`config.mk`:
```
export PLATFORM = sky130hd
export DESIGN_NAME = odo_queue
export DESIGN_NICKNAME = d
export VERILOG_FILES = /design/src/rtl/odo_pkg.sv /design/src/rtl/odo_queue.sv
export SDC_FILE = /design/constraint.sdc
export NUM_CORES = 1
export LEC_CHECK = 0
export ABC_AREA = 1
export BUFFER_PORTS_ARGS = -buffer_cell sky130_fd_sc_hd__buf_2
export CAP_MARGIN = 10
export CORE_UTILIZATION = 37
export DETAILED_ROUTE_END_ITERATION = 8
export GPL_TIMING_DRIVEN = 0
export HOLD_SLACK_MARGIN = 0.1
export MAX_ROUTING_LAYER = met4
export PLACE_DENSITY_LB_ADDON = 0.15
export SETUP_SLACK_MARGIN = 0.3
export SLEW_MARGIN = 20
export SYNTH_ARGS = -nofsm -noshare
export SYNTH_HDL_FRONTEND = slang
export SYNTH_SLANG_ARGS = --single-unit
```
`constraint.sdc`:
```
create_clock -name clk -period 7.1 [get_ports clk]
set_input_delay 2.13 -clock clk [delete_from_list [all_inputs] [get_ports clk]]
set_output_delay 2.13 -clock clk [all_outputs]
set_load 0.02 [all_outputs]
```
`src/rtl/odo_pkg.sv`:
```
// Shared types, codes and constants of the wheel odometry integrator.
`default_nettype none
package odo_pkg;

  typedef enum logic [1:0] {
    OP_LEFT_EDGE  = 2'd0,
    OP_RIGHT_EDGE = 2'd1,
    OP_TICK       = 2'd2,
    OP_ZERO_POSE  = 2'd3
  } op_t;

  typedef struct packed {
    op_t  operation;
    logic chan_a;
    logic chan_b;
  } item_t;

  typedef struct packed {
    logic signed [63:0] pos_x;
    logic signed [63:0] pos_y;
    logic [31:0]        bearing;
  } result_t;

  localparam int DELTA_BITS = 32;

  // Work handed from the front end to the back end.
  typedef struct packed {
    logic                         zero_pose;
    logic signed [DELTA_BITS-1:0] delta_left;
    logic signed [DELTA_BITS-1:0] delta_right;
  } cmd_t;

  localparam int CFG_INDEX_BITS = 2;
  localparam logic [CFG_INDEX_BITS-1:0] REG_LEFT_STEP  = 2'd0;
  localparam logic [CFG_INDEX_BITS-1:0] REG_RIGHT_STEP = 2'd1;
  localparam logic [CFG_INDEX_BITS-1:0] REG_TURN_GAIN  = 2'd2;

  localparam logic [31:0] LEFT_STEP_RESET  = 32'd893174;
  localparam logic [31:0] RIGHT_STEP_RESET = 32'd898262;
  localparam logic [31:0] TURN_GAIN_RESET  = 32'd3806043605;

  localparam int ROT_BITS = 34;
  localparam logic signed [ROT_BITS-1:0] CORDIC_GAIN = 34'sd652032874;

  typedef enum logic [4:0] {
    ST_IDLE, ST_MUL_L, ST_MUL_R, ST_CAP_R, ST_SUM, ST_HEAD_LO, ST_HEAD_HI,
    ST_TURN, ST_SETUP, ST_ROTATE, ST_FIX, ST_X_LO, ST_X_HI, ST_X_ADD,
    ST_Y_HI, ST_Y_ADD, ST_OUT
  } state_t;

  // Arctangent of 2^-i in binary angle units.
  function automatic logic [31:0] atan_angle(input logic [4:0] i);
    logic [31:0] a;
    unique case (i)
      5'd0:  a = 32'd536870912;
      5'd1:  a = 32'd316933406;
      5'd2:  a = 32'd167458907;
      5'd3:  a = 32'd85004756;
      5'd4:  a = 32'd42667331;
      5'd5:  a = 32'd21354465;
      5'd6:  a = 32'd10679838;
      5'd7:  a = 32'd5340245;
      5'd8:  a = 32'd2670163;
      5'd9:  a = 32'd1335087;
      5'd10: a = 32'd667544;
      5'd11: a = 32'd333772;
      5'd12: a = 32'd166886;
      5'd13: a = 32'd83443;
      5'd14: a = 32'd41722;
      5'd15: a = 32'd20861;
      5'd16: a = 32'd10430;
      5'd17: a = 32'd5215;
      5'd18: a = 32'd2608;
      5'd19: a = 32'd1304;
      5'd20: a = 32'd652;
      5'd21: a = 32'd326;
      5'd22: a = 32'd163;
      5'd23: a = 32'd81;
      5'd24: a = 32'd41;
      5'd25: a = 32'd20;
      5'd26: a = 32'd10;
      5'd27: a = 32'd5;
      5'd28: a = 32'd3;
      5'd29: a = 32'd1;
      5'd30: a = 32'd1;
      5'd31: a = 32'd0;
    endcase
    return a;
  endfunction

endpackage
`default_nettype wire

```
`src/rtl/odo_queue.sv`:
```
// Two-entry command queue between the front end and the back end.
`default_nettype none
module odo_queue (
  input  wire logic          clk,
  input  wire logic          rst,
  input  wire logic          wr,
  input  wire odo_pkg::cmd_t wr_cmd,
  output logic               full,
  input  wire logic          rd,
  output logic               valid,
  output odo_pkg::cmd_t      rd_cmd
);
  import odo_pkg::*;

  cmd_t       mem [2];
  logic       wr_ptr;
  logic       rd_ptr;
  logic [1:0] count;

  assign full   = (count == 2'd2);
  assign valid  = (count != 2'd0);
  assign rd_cmd = mem[rd_ptr];

  always_ff @(posedge clk) begin
    if (wr) begin
      mem[wr_ptr] <= wr_cmd;
    end
  end

  always_ff @(posedge clk) begin
    if (rst) begin
      wr_ptr <= 1'b0;
      rd_ptr <= 1'b0;
      count  <= 2'd0;
    end else begin
      if (wr) begin
        wr_ptr <= ~wr_ptr;
      end
      if (rd) begin
        rd_ptr <= ~rd_ptr;
      end
      count <= count + 2'(wr) - 2'(rd);
    end
  end

endmodule
`default_nettype wire

```
==> flow_summary_export.csv <==
group,metric,value,unit
setup_path,critPathMaxFanout,10,
worst_hold_path,hold_path.class,"reg2reg",
drt,wl,8.573,mm
synthesis,ys_types,14,
setup_path,required,4.97,ns
floorplan,die_h,119.6,µm
worst_hold_path,hold_start,"rd_ptr",
floorplan,pin_count,136,
setup_path,cp_common_cell,"buf_6",
sta,finalSetupTns,0,ns
sta,min_period_over_period,52.42,%
placed_design,dpl.hpwl,5.579,mm
floorplan,start_util,38.36,%
floorplan,core-area,13350,µm²
floorplan,die_area,14310,µm²
synthesis,synth_top_area_share,76.25,%
floorplan,num_rows,42,
cts,path_clk_slew,0.05,ns
layout,drive_above_1_share,57.86,%
setup_path,cp-start-kind,"flip-flop",
synthesis,synth_edf_count,130,
sta,worstMarginPinSlew,0.7695,ns
layout,antenna_cells,0,
cts,htreeDepth,4,
synthesis,ys.flop_type,"edfxtp_1",
global_route,grt_use_total,13.34,%
power_and_ir_drop,power.density,297.5,nW/µm²
synthesis,yosysMostFrequentCell,"edfxtp_1",
sta,worst_hold_slack,0.5207,ns
cts,clk_latency,0.41,ns
global_route,grt_pass1_vias,2642,
synthesis,syn_area_per_cell,21.97,µm²
synthesis,netlist_top_cells_area,"edfxtp_1 76%, mux2_4 15%, mux2_2 3.3%, dfxtp_1 2.0%, buf_6 1.3%",
cts,tritoncts,"built",
power_and_ir_drop,ir_worst_vdd,0.0001391,V
synthesis,syn_nets,304,
cts,clock_sinks,135,
drt,vias_per_cell,4.468,
setup_path,cpPeakStageDelay,0.33,ns
global_route,grt_start_max_net_pins,44,
layout,nNetsFinal,461,
cts,ctsHoldBuffers,0,
setup_path,timing.rr.start,"wr_ptr",
synthesis,netlist_area,5120,µm²
sta,slew_headroom,48.58,%
setup_path,r2r_slack,5.55,ns
drt,vias,2578,
worst_hold_path,min_to,"rd_ptr",
setup_path,end_kind,"primary output",
synthesis,netlist_instances,233,
worst_hold_path,holdPathStages,2,
floorplan,fp.dieW,119.6,µm
setup_path,cp.arrival,1.59,ns
layout,multi_input_area,1021,µm²
global_route,grt_pass1_wl,13.39,mm
cts,cts_made_buffers,17,
drt,drc,0,
synthesis,yosys-top-cells-count,"130 x edfxtp_1, 50 x mux2_4, 15 x mux2_2",
layout,area_growth,29.33,%
setup_path,reg2reg_depth,2,
drt,drtPass1Iterations,4,
synthesis,async_flop_share,0,%
synthesis,yosys.area.top_type,"edfxtp_1",
sta,timing.final.hold_violations,0,
sta,period_minus_slack,3.722,ns
setup_path,path_cells,"buf_6 -> buf_6 -> mux2_4 -> buf_2",
drt,wl_per_cell,14.86,µm
synthesis,synth_seq_area_share,78.20,%
sta,setup_viol_count_final,0,
sta,final_max_slew_viol_count,0,
placed_design,port-buffer-count,135,
global_route,overflow,0,
placed_design,post_dp_cell_area,6093,µm²
sta,grt_setup_unrepaired,"false",
setup_path,slowest_stage,"dfxtp_1",
run,drv_cap,0,
cts,cts-resized-gates,0,
synthesis,ys_ff_latch,135,
cts,cts_setup_buffers,0,
cts,cts_buffer_depth,2,
layout,final_area,6621,µm²
status,status,"finished, final reports clean",
drt,drt-initial-drc-count,140,
setup_path,r2r_end,"mem[0][59]",
placed_design,dp_worst_setup_slack,3.543,ns
layout,nFillCells,1150,
sta,fmax,268.7,MHz
sta,finClkSkew,0.003402,ns
global_route,antenna_found_initial,0,
cts,root_buffer,"clkbuf_16",
layout,regArea,4004,µm²
placed_design,place_congestion,0.7497,
sta,setup_ws,3.378,ns
power_and_ir_drop,p_leak,2.638,nW
drt,ant_nets,0,
setup_path,crit_type,"reg2out",
synthesis,ys_warn_count,0,
-- cell families after synthesis --
logic type / share of synthesized area [%]
AOI/OAI and AO/OA: 0.09766
xor gates and xnor gates: 0.1711
adders and majority gates: 0.4887
buffers and inverters: 2.004
DFF: 78.20
muxes: 17.96
and+or+nand+nor: 1.075
-- cell usage in the layout, fill, tap and decap left out, types with 4 or more instances in the layout --
cell type / count
buf_2: 136
edfxtp_1: 130
mux2_4: 50
clkbuf_16: 17
mux2_2: 15
inv_1: 7
buf_6: 6
nor2_1: 6
clkbuf_1: 6
nand2_1: 5
dfxtp_1: 5
clkinv_1: 4
-- per-layer routing --
metal  global-route usage, %  up-vias  share of wire (%)
li1                        -     1221                  -
met1                   15.19     1249                 44
met2                   20.12       92                 48
met3                   4.895       16                6.3
met4                   7.969        0                2.2
met5                       -        -                  0
-- state kept, by name (all words and copies together) (netlist names), named ones only --
name,count
count,2
wr_ptr,1
mem,130
rd_ptr,1
-- worst max-delay path by stage --
stage / start / to / cells past startpoint
after floorplan: wr / mem[0][0] / 2
after global placement: wr / mem[0][62] / 3
after detailed placement: wr / mem[0][62] / 4
after CTS: flip-flop / rd_cmd[28] / 4
after global routing: flip-flop / rd_cmd[35] / 4
final: flip-flop / rd_cmd[28] / 4
-- worst max-delay path: cells and delay by family, from the launching register on --
family | cells | cell delay [ns]
DFF | 1 | 0.33
buffers and inverters | 3 | 0.54
muxes | 1 | 0.31
-- where the power goes --
group / internal [mW] / switching [mW]
clock network: 0.506 / 0.284
registers: 0.923 / 0.00998
logic: 0.112 / 0.134
total: 1.54 / 0.429
-- per-stage QoR --
stage	power [mW]	util [%]	instances
after floorplan	1.114	-	233
after global placement	1.194	45.07	544
after detailed placement	1.199	45.65	547
after CTS	1.996	49.61	577
after global routing	2.045	49.61	577
final	1.970	49.61	577
-- area by class of cell --
| type | count | area share [%] |
|---|---|---|
| Buffer | 7 | 1.096 |
| Clock inverter | 7 | 1.209 |
| Sequential cell | 135 | 60.47 |
| Timing Repair Buffer | 138 | 11.22 |
| Clock buffer | 23 | 6.765 |
| Tap cell | 176 | 3.326 |
| Multi-Input combinational cell | 83 | 15.42 |
| Inverter | 8 | 0.4913 |
No activity file was read; power rests on OpenSTA's default activity.
