**src/rtl/odo_pkg.sv**
```systemverilog
// Shared types, codes and constants of the wheel odometry integrator.
`default_nettype none
package odo_pkg;

  typedef enum logic [1:0] {
    OP_LEFT_EDGE  = 2'd0,
    OP_RIGHT_EDGE = 2'd1,
    OP_TICK       = 2'd2,
    OP_ZERO_POSE  = 2'd3
  } op_t;

  typedef struct packed {
    op_t  operation;
    logic chan_a;
    logic chan_b;
  } item_t;

  typedef struct packed {
    logic signed [63:0] pos_x;
    logic signed [63:0] pos_y;
    logic [31:0]        bearing;
  } result_t;

  localparam int DELTA_BITS = 32;

  // Work handed from the front end to the back end.
  typedef struct packed {
    logic                         zero_pose;
    logic signed [DELTA_BITS-1:0] delta_left;
    logic signed [DELTA_BITS-1:0] delta_right;
  } cmd_t;

  localparam int CFG_INDEX_BITS = 2;
  localparam logic [CFG_INDEX_BITS-1:0] REG_LEFT_STEP  = 2'd0;
  localparam logic [CFG_INDEX_BITS-1:0] REG_RIGHT_STEP = 2'd1;
  localparam logic [CFG_INDEX_BITS-1:0] REG_TURN_GAIN  = 2'd2;

  localparam logic [31:0] LEFT_STEP_RESET  = 32'd893174;
  localparam logic [31:0] RIGHT_STEP_RESET = 32'd898262;
  localparam logic [31:0] TURN_GAIN_RESET  = 32'd3806043605;

  localparam int ROT_BITS = 34;
  localparam logic signed [ROT_BITS-1:0] CORDIC_GAIN = 34'sd652032874;

  typedef enum logic [4:0] {
    ST_IDLE, ST_MUL_L, ST_MUL_R, ST_CAP_R, ST_SUM, ST_HEAD_LO, ST_HEAD_HI,
    ST_TURN, ST_SETUP, ST_ROTATE, ST_FIX, ST_X_LO, ST_X_HI, ST_X_ADD,
    ST_Y_HI, ST_Y_ADD, ST_OUT
  } state_t;

  // Arctangent of 2^-i in binary angle units.
  function automatic logic [31:0] atan_angle(input logic [4:0] i);
    logic [31:0] a;
    unique case (i)
      5'd0:  a = 32'd536870912;
      5'd1:  a = 32'd316933406;
      5'd2:  a = 32'd167458907;
      5'd3:  a = 32'd85004756;
      5'd4:  a = 32'd42667331;
      5'd5:  a = 32'd21354465;
      5'd6:  a = 32'd10679838;
      5'd7:  a = 32'd5340245;
      5'd8:  a = 32'd2670163;
      5'd9:  a = 32'd1335087;
      5'd10: a = 32'd667544;
      5'd11: a = 32'd333772;
      5'd12: a = 32'd166886;
      5'd13: a = 32'd83443;
      5'd14: a = 32'd41722;
      5'd15: a = 32'd20861;
      5'd16: a = 32'd10430;
      5'd17: a = 32'd5215;
      5'd18: a = 32'd2608;
      5'd19: a = 32'd1304;
      5'd20: a = 32'd652;
      5'd21: a = 32'd326;
      5'd22: a = 32'd163;
      5'd23: a = 32'd81;
      5'd24: a = 32'd41;
      5'd25: a = 32'd20;
      5'd26: a = 32'd10;
      5'd27: a = 32'd5;
      5'd28: a = 32'd3;
      5'd29: a = 32'd1;
      5'd30: a = 32'd1;
      5'd31: a = 32'd0;
    endcase
    return a;
  endfunction

endpackage
`default_nettype wire

```
**src/rtl/odo_front.sv**
```systemverilog
// Front end: takes input transactions, steps the encoder counts and queues ticks and pose resets.
`default_nettype none
module odo_front #(
  parameter int COUNT_BITS = 32
) (
  input  wire logic           clk,
  input  wire logic           rst,
  input  wire logic           push,
  input  wire odo_pkg::item_t item,
  output logic                full,
  input  wire logic           q_full,
  output logic                q_wr,
  output odo_pkg::cmd_t       q_cmd
);
  import odo_pkg::*;

  logic [COUNT_BITS-1:0] left_count;
  logic [COUNT_BITS-1:0] right_count;
  logic [COUNT_BITS-1:0] left_seen;
  logic [COUNT_BITS-1:0] right_seen;
  logic                  accept;
  logic [COUNT_BITS-1:0] dl;
  logic [COUNT_BITS-1:0] dr;

  assign full   = q_full;
  assign accept = push && !q_full;
  assign dl     = left_count - left_seen;
  assign dr     = right_count - right_seen;

  always_comb begin
    q_wr                = accept && (item.operation == OP_TICK || item.operation == OP_ZERO_POSE);
    q_cmd.zero_pose     = (item.operation == OP_ZERO_POSE);
    q_cmd.delta_left    = DELTA_BITS'($signed(dl));
    q_cmd.delta_right   = DELTA_BITS'($signed(dr));
  end

  always_ff @(posedge clk) begin
    if (rst) begin
      left_count  <= '0;
      right_count <= '0;
      left_seen   <= '0;
      right_seen  <= '0;
    end else if (accept) begin
      unique case (item.operation)
        OP_LEFT_EDGE: begin
          if (item.chan_a == item.chan_b) begin
            left_count <= left_count + 1'b1;
          end else begin
            left_count <= left_count - 1'b1;
          end
        end
        OP_RIGHT_EDGE: begin
          if (item.chan_a != item.chan_b) begin
            right_count <= right_count + 1'b1;
          end else begin
            right_count <= right_count - 1'b1;
          end
        end
        OP_TICK: begin
          left_seen  <= left_count;
          right_seen <= right_count;
        end
        OP_ZERO_POSE: begin
        end
      endcase
    end
  end

endmodule
`default_nettype wire

```
**config.mk**
```make
export PLATFORM = sky130hd
export DESIGN_NAME = odo_front
export DESIGN_NICKNAME = d
export VERILOG_FILES = /design/src/rtl/odo_pkg.sv /design/src/rtl/odo_front.sv
export SDC_FILE = /design/constraint.sdc
export NUM_CORES = 1
export LEC_CHECK = 0
export BUFFER_PORTS_ARGS = -buffer_cell sky130_fd_sc_hd__clkbuf_2
export CAP_MARGIN = 15
export CORE_MARGIN = 3
export CORE_UTILIZATION = 55
export DETAILED_ROUTE_END_ITERATION = 10
export PLACE_DENSITY = 0.74
export RECOVER_POWER = 100
export SKIP_CTS_REPAIR_TIMING = 1
export SYNTH_ARGS = -nofsm -noshare
export SYNTH_HDL_FRONTEND = slang
export SYNTH_SLANG_ARGS = --single-unit
export TNS_END_PERCENT = 20
```
**constraint.sdc**
```tcl
create_clock -name clk -period 5 [get_ports clk]
set_input_delay 1 -clock clk [delete_from_list [all_inputs] [get_ports clk]]
set_output_delay 1 -clock clk [all_outputs]
set_load 0.03 [all_outputs]
```
==> results of run 1 <==
[routing by layer]
layer  GRT usage (%)  wire length [µm]
met3            3.82              1020
met4            7.95               541
met5               0                 0
met2            42.2             12800
met1            30.5             12000
[flip-flops by register name, summed over array words and instances (netlist names)]
signal,count
left_count,32
left_seen,32
right_count,32
right_seen,32
[cells in the final DEF (no fill, tap or decap), types with 7 or more instances in the layout]
master / n
nor2b_1: 14
nand2b_1: 18
buf_4: 11
o21bai_1: 7
a21oi_1: 183
nor2_1: 116
o21a_1: 14
and3_1: 18
xor2_1: 40
nor3_1: 36
a211oi_1: 13
o21ai_0: 69
nand3_1: 40
nand2_1: 244
clkbuf_16: 17
a31oi_1: 20
clkbuf_1: 64
mux2i_1: 15
a21o_1: 55
dfxtp_1: 128
xnor2_1: 64
inv_1: 85
clkbuf_2: 13
nor4_1: 18
ha_1: 92
nand4_1: 17
or3_1: 17
[worst max-delay path: stages (launching register included)]
cell,delay [ns]
dfxtp_1,0.48
ha_1,0.32
nor2b_1,0.16
o31a_1,0.28
o31ai_1,0.41
nor3_1,0.16
o31ai_1,0.45
o21ai_0,0.24
a21o_1,0.22
a21oi_1,0.16
xnor2_1,0.13
clkbuf_1,0.32
[area by class of cell]
cell class,instances,area (µm²)
flip-flops and latches,128,2560
well taps,260,325
fillers,1815,7270
repair buffers,87,384
clock buffers,19,443
multi-input cells,1220,7590
inverters,85,319
clock inverters,13,185
[power by group through the flow]
stage	logic [mW]	clock network (mW)	registers, mW
global route	1.38	1.40	1.07
CTS	1.31	1.35	1.07
floorplan	1.02	0	1.07
finish	1.27	1.33	1.07
global placement	1.29	0	1.09
detailed placement	1.30	0	1.09
[how the worst max path moves through the flow]
stage | to | startpoint | cells past startpoint | slack, ns
6_report | q_cmd[56] | left_count[2] | 11 | 0.24
5_1_grt | q_cmd[63] | left_count[8] | 10 | 0.02
4_1_cts | q_cmd[30] | right_count[0] | 13 | 0.28
3_5_place_dp | left_count[31] | item[0] | 13 | 0.73
3_3_place_gp | q_cmd[62] | left_count[2] | 11 | 0.78
2_1_floorplan | left_count[31] | item[0] | 17 | 0.40
[stage by stage]
step	total power [mW]	util (%)	instance area [µm²]
5_1_grt	3.85	61.9	11800
4_1_cts	3.73	62.7	12000
3_3_place_gp	2.38	59.4	11300
6_report	3.67	61.9	11800
3_5_place_dp	2.39	59.4	11300
2_1_floorplan	2.09	-	10900
[cell usage after synthesis, drive strengths merged (36+ instances only)]
cell    number  area share (%)
nor2       116             4.0
xor2        40             3.2
a21oi      184             8.5
dfxtp      128              24
ha          92              11
xnor2       64             5.3
o21ai       73             3.4
nand2      244             8.4
clkbuf      74             2.6
nand3       40             1.9
nor3        36             1.7
inv         85             2.9
a21o        55             3.8
[cells by family after synthesis]
group	share of synthesized area (%)
buffers and inverters	6.32
muxes	1.69
xor gates and xnor gates	8.54
adders and majority gates	10.9
AOI/OAI and AO/OA	24.0
DFF	23.5
and+or+nand+nor	25.0
==> run metrics, run 1 <==
status=complete, but fails checks; failing checks=capacitance limit, slew limit; Synthesized Nets=1625; Max VDD drop=240 µV; Die Ht=147 µm; Async S/R FF share, synth=0%; drt via density=5.78; Warnings, synthesis=0; H-tree depth=4; RR Endpoint=right_count[28]; Net Sw Frac=37.0%; Max clock buf depth=2; Finished Layout Cells=1812; HPWL after detailed placement=19000 µm; tightest hold margin=0.452 ns; #FFs+latches synth=128; DR pass1 iterations=5; Final Setup Violations=0; peak fanout along the critical path=9; Worst Skew=0.00824 ns; First DRT Iteration DRCs=753; Power Dens Cells=310 nW/µm²; PortBufs=74; Core ar.=19100 µm²; Synth Flop Type=dfxtp_1; CTS tree=yes; Internal Power=2.31 mW; Starting Density=57.1%; share of cells above drive strength 1=4.57%; largest net degree at the start of global routing=52; crit path time final=4.76 ns; WL/cell=14.5 µm; Nets=1641; Syn Std Cell Area=10900 µm²; worst reg-to-reg path cell count=12; FF-to-FF setup slack=1.71 ns; DP Worst Slack=0.727 ns; Worst Path Arrival=3.76 ns; switching pwr=1.36 mW; routability cong.=0.905; Synth-to-Final Area Change=8.42%; WHS Endpoint=right_seen[4]; placed insts=1780; fmax=0.210 GHz; first-pass GRT wire length=45200 µm; post-synthesis sequential area ratio=23.5%; Root Buffer=clkbuf_16; GRT overflow=0; Synth Area per Inst=7.15 µm²; TritonCTS Buffers=17; Crit path required time=4.00 ns; IO Count=75; post-synth cell types=85; initial antenna violation count=0; Tcrit/Tclk final=95.1%; worst min-delay path category=flop to flop; Leakage=4.81 nW; Worst-path clk slew=0.06 ns; Post-Route WL=26300 µm; worst hold stages=2; clock group share of total power=36.3%; row count=50; EDFF count, synth=0; Final WS setup=0.243 ns; Final Hold Vio Count=0; DIE AREA=21500 µm²; post-route DRC violation count=0; Syn Inst Count=1523; critical path type=flop to output pin; ANT nets after route=0; routed via count=10500; clock tree sinks=128; Flop pwr share=29.1%; total track usage=24.2%; vias in the first global route=9899; setup TNS=0 ns; antenna fix cells=0; Die Width=147 µm; crit path capture type=output pin; Setup crit start kind=flop; power share of the combinational group=34.5%; RSZ-0062 raised after global routing=false; Worst-Margin Slew=2.18 ns; hold wc startpoint=right_seen[4]; Pins Over Slew Limit=67; Max Cap Viol=2; Reg-to-Reg Start=right_count[1]; relative slew slack=-45.6%; clk_lat worst skew=0.42 ns
(Power assumes the default switching activity.)
==> run 2: changes to the inputs <==
--- a/config.mk
+++ b/config.mk
@@ -7,6 +7,7 @@
 export LEC_CHECK = 0
 export BUFFER_PORTS_ARGS = -buffer_cell sky130_fd_sc_hd__clkbuf_2
 export CAP_MARGIN = 15
+export CORE_ASPECT_RATIO = 1.5
 export CORE_MARGIN = 3
 export CORE_UTILIZATION = 55
 export DETAILED_ROUTE_END_ITERATION = 10
==> run metrics, run 2 (same netlist as run 1, synthesis figures left out) <==
Final WS setup=0.259 ns; Worst-path clk slew=0.05 ns; Max Cap Viol=2; Pins Over Slew Limit=57; ANT nets after route=0; power share of the combinational group=37.1%; switching pwr=1.31 mW; CTS tree=yes; crit path time final=4.74 ns; share of cells above drive strength 1=3.55%; row count=62; DR pass1 iterations=5; tightest hold margin=0.452 ns; Post-Route WL=27200 µm; vias in the first global route=10200; failing checks=capacitance limit, slew limit; Synth-to-Final Area Change=6.86%; routability cong.=0.907; fillers=1868; Nets=1641; clk_lat worst skew=0.42 ns; Final Core Density=60.3%; Max clock buf depth=2; Internal Power=2.09 mW; GRT overflow=0; Final Hold Vio Count=0; First DRT Iteration DRCs=566; IO Count=75; Final Setup Violations=0; status=complete, but fails checks; Setup crit start kind=flop; most frequent cells in the layout=244 x nand2_1, 184 x a21oi_1, 128 x dfxtp_1; drt via density=5.84; fmax=0.211 GHz; Crit path required time=4.00 ns; HPWL after detailed placement=20100 µm; post-route DRC violation count=0; Die Width=121 µm; Starting Density=56.4%; Flop pwr share=31.4%; antenna fix cells=0; Leakage=4.71 nW; TritonCTS Buffers=17; largest net degree at the start of global routing=95; clock group share of total power=31.5%; Root Buffer=clkbuf_16; Tcrit/Tclk final=94.8%; H-tree depth=4; DP Worst Slack=0.746 ns; peak fanout along the critical path=11; WL/cell=15.1 µm; clock tree sinks=128; initial antenna violation count=0; placed inst area=11300 µm²; Worst-Margin Slew=2.60 ns; critical path type=flop to output pin; setup TNS=0 ns; RSZ-0062 raised after global routing=false; Max VDD drop=224 µV; routed via count=10500; first-pass GRT wire length=46300 µm; worst min-delay path category=flop to flop; Worst Skew=0.0115 ns; Worst Path Arrival=3.74 ns; DIE AREA=21600 µm²; Net Sw Frac=38.6%; crit path capture type=output pin; Power Dens Cells=293 nW/µm²; relative slew slack=-73.3%; Core ar.=19300 µm²; most common cell after layout, fill and taps aside=nand2_1; Final Instance Area=11600 µm²; Die Ht=178 µm; total track usage=25.7%; PortBufs=74
==> run 2: cell types whose count changed in the layout (fill, tap and decap cells not counted), sizes merged <==
cell    delta
inv        -1
buf        -3
bufinv     -4
clkinv     -1
clkbuf     +7
==> run 2: area by class of cell <==
class | instances | area [µm²] | area share, %
multi-input combinational | 1220 | 7570 | 65.1
sequential | 128 | 2560 | 22.0
clock buffer | 23 | 458 | 3.93
timing repair buffer | 87 | 368 | 3.16
tap | 256 | 320 | 2.75
inverter | 85 | 319 | 2.74
clock inverter | 7 | 40.0 | 0.344
==> run 2: final timing paths <==
check / slack, ns / from / to / cells past startpoint
min reg2reg: 0.45 / left_seen[18] / left_seen[18] / 2
max reg2reg: 1.66 / right_count[1] / right_count[28] / 12
min: 0.45 / left_seen[18] / left_seen[18] / 2
max: 0.26 / left_count[1] / q_cmd[63] / 11
==> run 2: worst max-delay path: stages, from the launching register on <==
cell and delay [ns]:
dfxtp_1 0.51, ha_1 0.29, nor2b_1 0.15, o31a_1 0.26, o31a_1 0.28, a22o_1 0.27
a221o_1 0.50, a21o_1 0.26, a211oi_2 0.26, o21ai_1 0.11, xnor2_1 0.13, clkbuf_1 0.32
==> run 2: power by group through the flow <==
stage | logic [mW] | clock network (mW) | registers [mW]
floorplan | 1.02 | 0 | 1.07
global route | 1.38 | 1.14 | 1.07
detailed placement | 1.31 | 0 | 1.09
global placement | 1.30 | 0 | 1.09
CTS | 1.32 | 1.09 | 1.07
finish | 1.26 | 1.07 | 1.07
==> run 2: metal layers <==
layer	GRT usage, %	share of wire [%]	vias up
met3	3.14	3.3	52
met5	0	0	-
li1	-	-	5365
met2	49.9	54	209
met4	10.4	2.9	0
met1	27.6	40	4913
==> run 2: metrics by stage <==
step / power [mW] / cells
finish: 3.41 / 1806
global route: 3.60 / 1806
CTS: 3.48 / 1806
detailed placement: 2.40 / 1776
global placement: 2.39 / 1776
floorplan: 2.09 / 1523
==> run 3: changes to the inputs <==
--- a/config.mk
+++ b/config.mk
@@ -8,10 +8,10 @@
 export BUFFER_PORTS_ARGS = -buffer_cell sky130_fd_sc_hd__clkbuf_2
 export CAP_MARGIN = 15
 export CORE_ASPECT_RATIO = 1.5
-export CORE_MARGIN = 3
-export CORE_UTILIZATION = 55
+export CORE_MARGIN = 1
+export CORE_UTILIZATION = 50
 export DETAILED_ROUTE_END_ITERATION = 10
-export PLACE_DENSITY = 0.74
+export PLACE_DENSITY = 0.68
 export RECOVER_POWER = 100
 export SKIP_CTS_REPAIR_TIMING = 1
 export SYNTH_ARGS = -nofsm -noshare
==> run metrics, run 3 (same netlist as run 1, synthesis figures left out) <==
status=complete, but fails checks; RSZ-0062 raised after global routing=false; CTS tree=yes; Max VDD drop=204 µV; most used cell, CP=o31a_1; worst min-delay path category=flop to flop; Crit path required time=4.00 ns; setup TNS=0 ns; Starting Density=51.3%; clock tree sinks=128; share of cells above drive strength 1=4.31%; antenna fix cells=0; First DRT Iteration DRCs=405; Final Hold Vio Count=0; peak fanout along the critical path=11; Worst-path clk slew=0.06 ns; drt via density=5.75; Leakage=4.80 nW; Max Cap Viol=3; Critical-path top delay cell=dfxtp_1; critical path type=flop to output pin; met1 usage=28.1%; first-pass GRT wire length=46500 µm; IO Count=75; DIE AREA=22400 µm²; Tot Pwr=3.59 mW; row count=65; FF-to-FF setup slack=1.63 ns; routed via count=10500; Worst Skew=0.00623 ns; TritonCTS Buffers=17; Post-Route WL=27700 µm; total track usage=25.7%; DR pass1 iterations=5; WL/cell=15.2 µm; Nets=1644; vias in the first global route=10000; routability cong.=0.883; Most Crowded Layer GR=met2; Synth-to-Final Area Change=8.08%; crit path capture type=output pin; Worst Path Arrival=3.76 ns; relative slew slack=-97.4%; post-route DRC violation count=0; Buf/Inv on CP=1; PortBufs=74; most frequent cells in the layout=244 x nand2_1, 183 x a21oi_1, 128 x dfxtp_1; GRT overflow=0; Die Ht=183 µm; clk_lat worst skew=0.43 ns; Root Buffer=clkbuf_16; ANT nets after route=0; Cell Chain, Critical Path=ha_1 > nor2b_1 > o31a_1 > o31a_1 > a22o_1 > a221o_1 > a21o_1 > a211oi_1 > o21ai_0 > xnor2_1 > clkbuf_2; Tcrit/Tclk final=95.2%; M3 GR Usage=3.67%; Worst-Margin Slew=2.96 ns; Die Width=123 µm; Core ar.=21200 µm²; initial antenna violation count=0; Power Dens Cells=305 nW/µm²; Critical Path Max Stage Delay=0.52 ns; Final Setup Violations=0; failing checks=capacitance limit, slew limit; H-tree depth=4; Setup crit start kind=flop; Pins Over Slew Limit=92; cell family with most CP delay=compound AO/OA/AOI/OAI gates; grt met2 use=46.9%; HPWL after detailed placement=20100 µm; Max clock buf depth=2; crit path time final=4.76 ns; most common cell after layout, fill and taps aside=nand2_1; largest net degree at the start of global routing=102; fmax=0.210 GHz
## run 3: through the flow
step           setup slack [ns]  instances  hold slack [ns]  utilization [%]  cell area (µm²)
2_1_floorplan             0.396       1523            0.436                -            10900
3_3_place_gp              0.803       1791            0.442             53.6            11400
3_5_place_dp              0.739       1791            0.446             53.6            11400
4_1_cts                   0.257       1822            0.454             56.4            12000
5_1_grt                 0.00466       1822            0.464             55.5            11800
6_report                  0.240       1822            0.452             55.5            11800
## run 3: worst reg2reg max path: cells and delay by family, from the launching register on
family / cells / cell delay (ns)
DFF: 1 / 0.54
and+or+nand+nor: 4 / 0.87
AOI/OAI and AO/OA: 3 / 0.66
muxes: 1 / 0.24
adders and majority gates: 1 / 0.41
xor gates and xnor gates: 2 / 0.34
buffers and inverters: 1 / 0.16
## run 3: per-layer routing
metal,vias to the layer above,wire length (µm)
li1,5373,-
met1,4876,11300
met2,166,14500
met3,62,741
met4,0,1160
met5,-,0
## run 3: path summary, 6_finish.rpt
check,start,endpoint,cells past startpoint
worst min-delay path,left_seen[17],left_seen[17],2
worst max-delay path,left_count[1],q_cmd[63],11
worst min register to register,left_seen[17],left_seen[17],2
worst max register to register,right_count[1],right_count[28],12
## run 3: power breakdown
group	internal (mW)	switching [mW]	leakage [nW]
Sequential	1.04	0.0318	1.03
Clock	0.779	0.475	0.294
Combinational	0.424	0.846	3.47
Total	2.24	1.35	4.80
## run 3: cell type report
type	count	area [µm²]
Fill cell	2088	9460
Inverter	85	319
Tap cell	268	335
Timing Repair Buffer	90	388
Sequential cell	128	2560
Multi-Input combinational cell	1220	7580
Clock inverter	10	110
Clock buffer	21	480
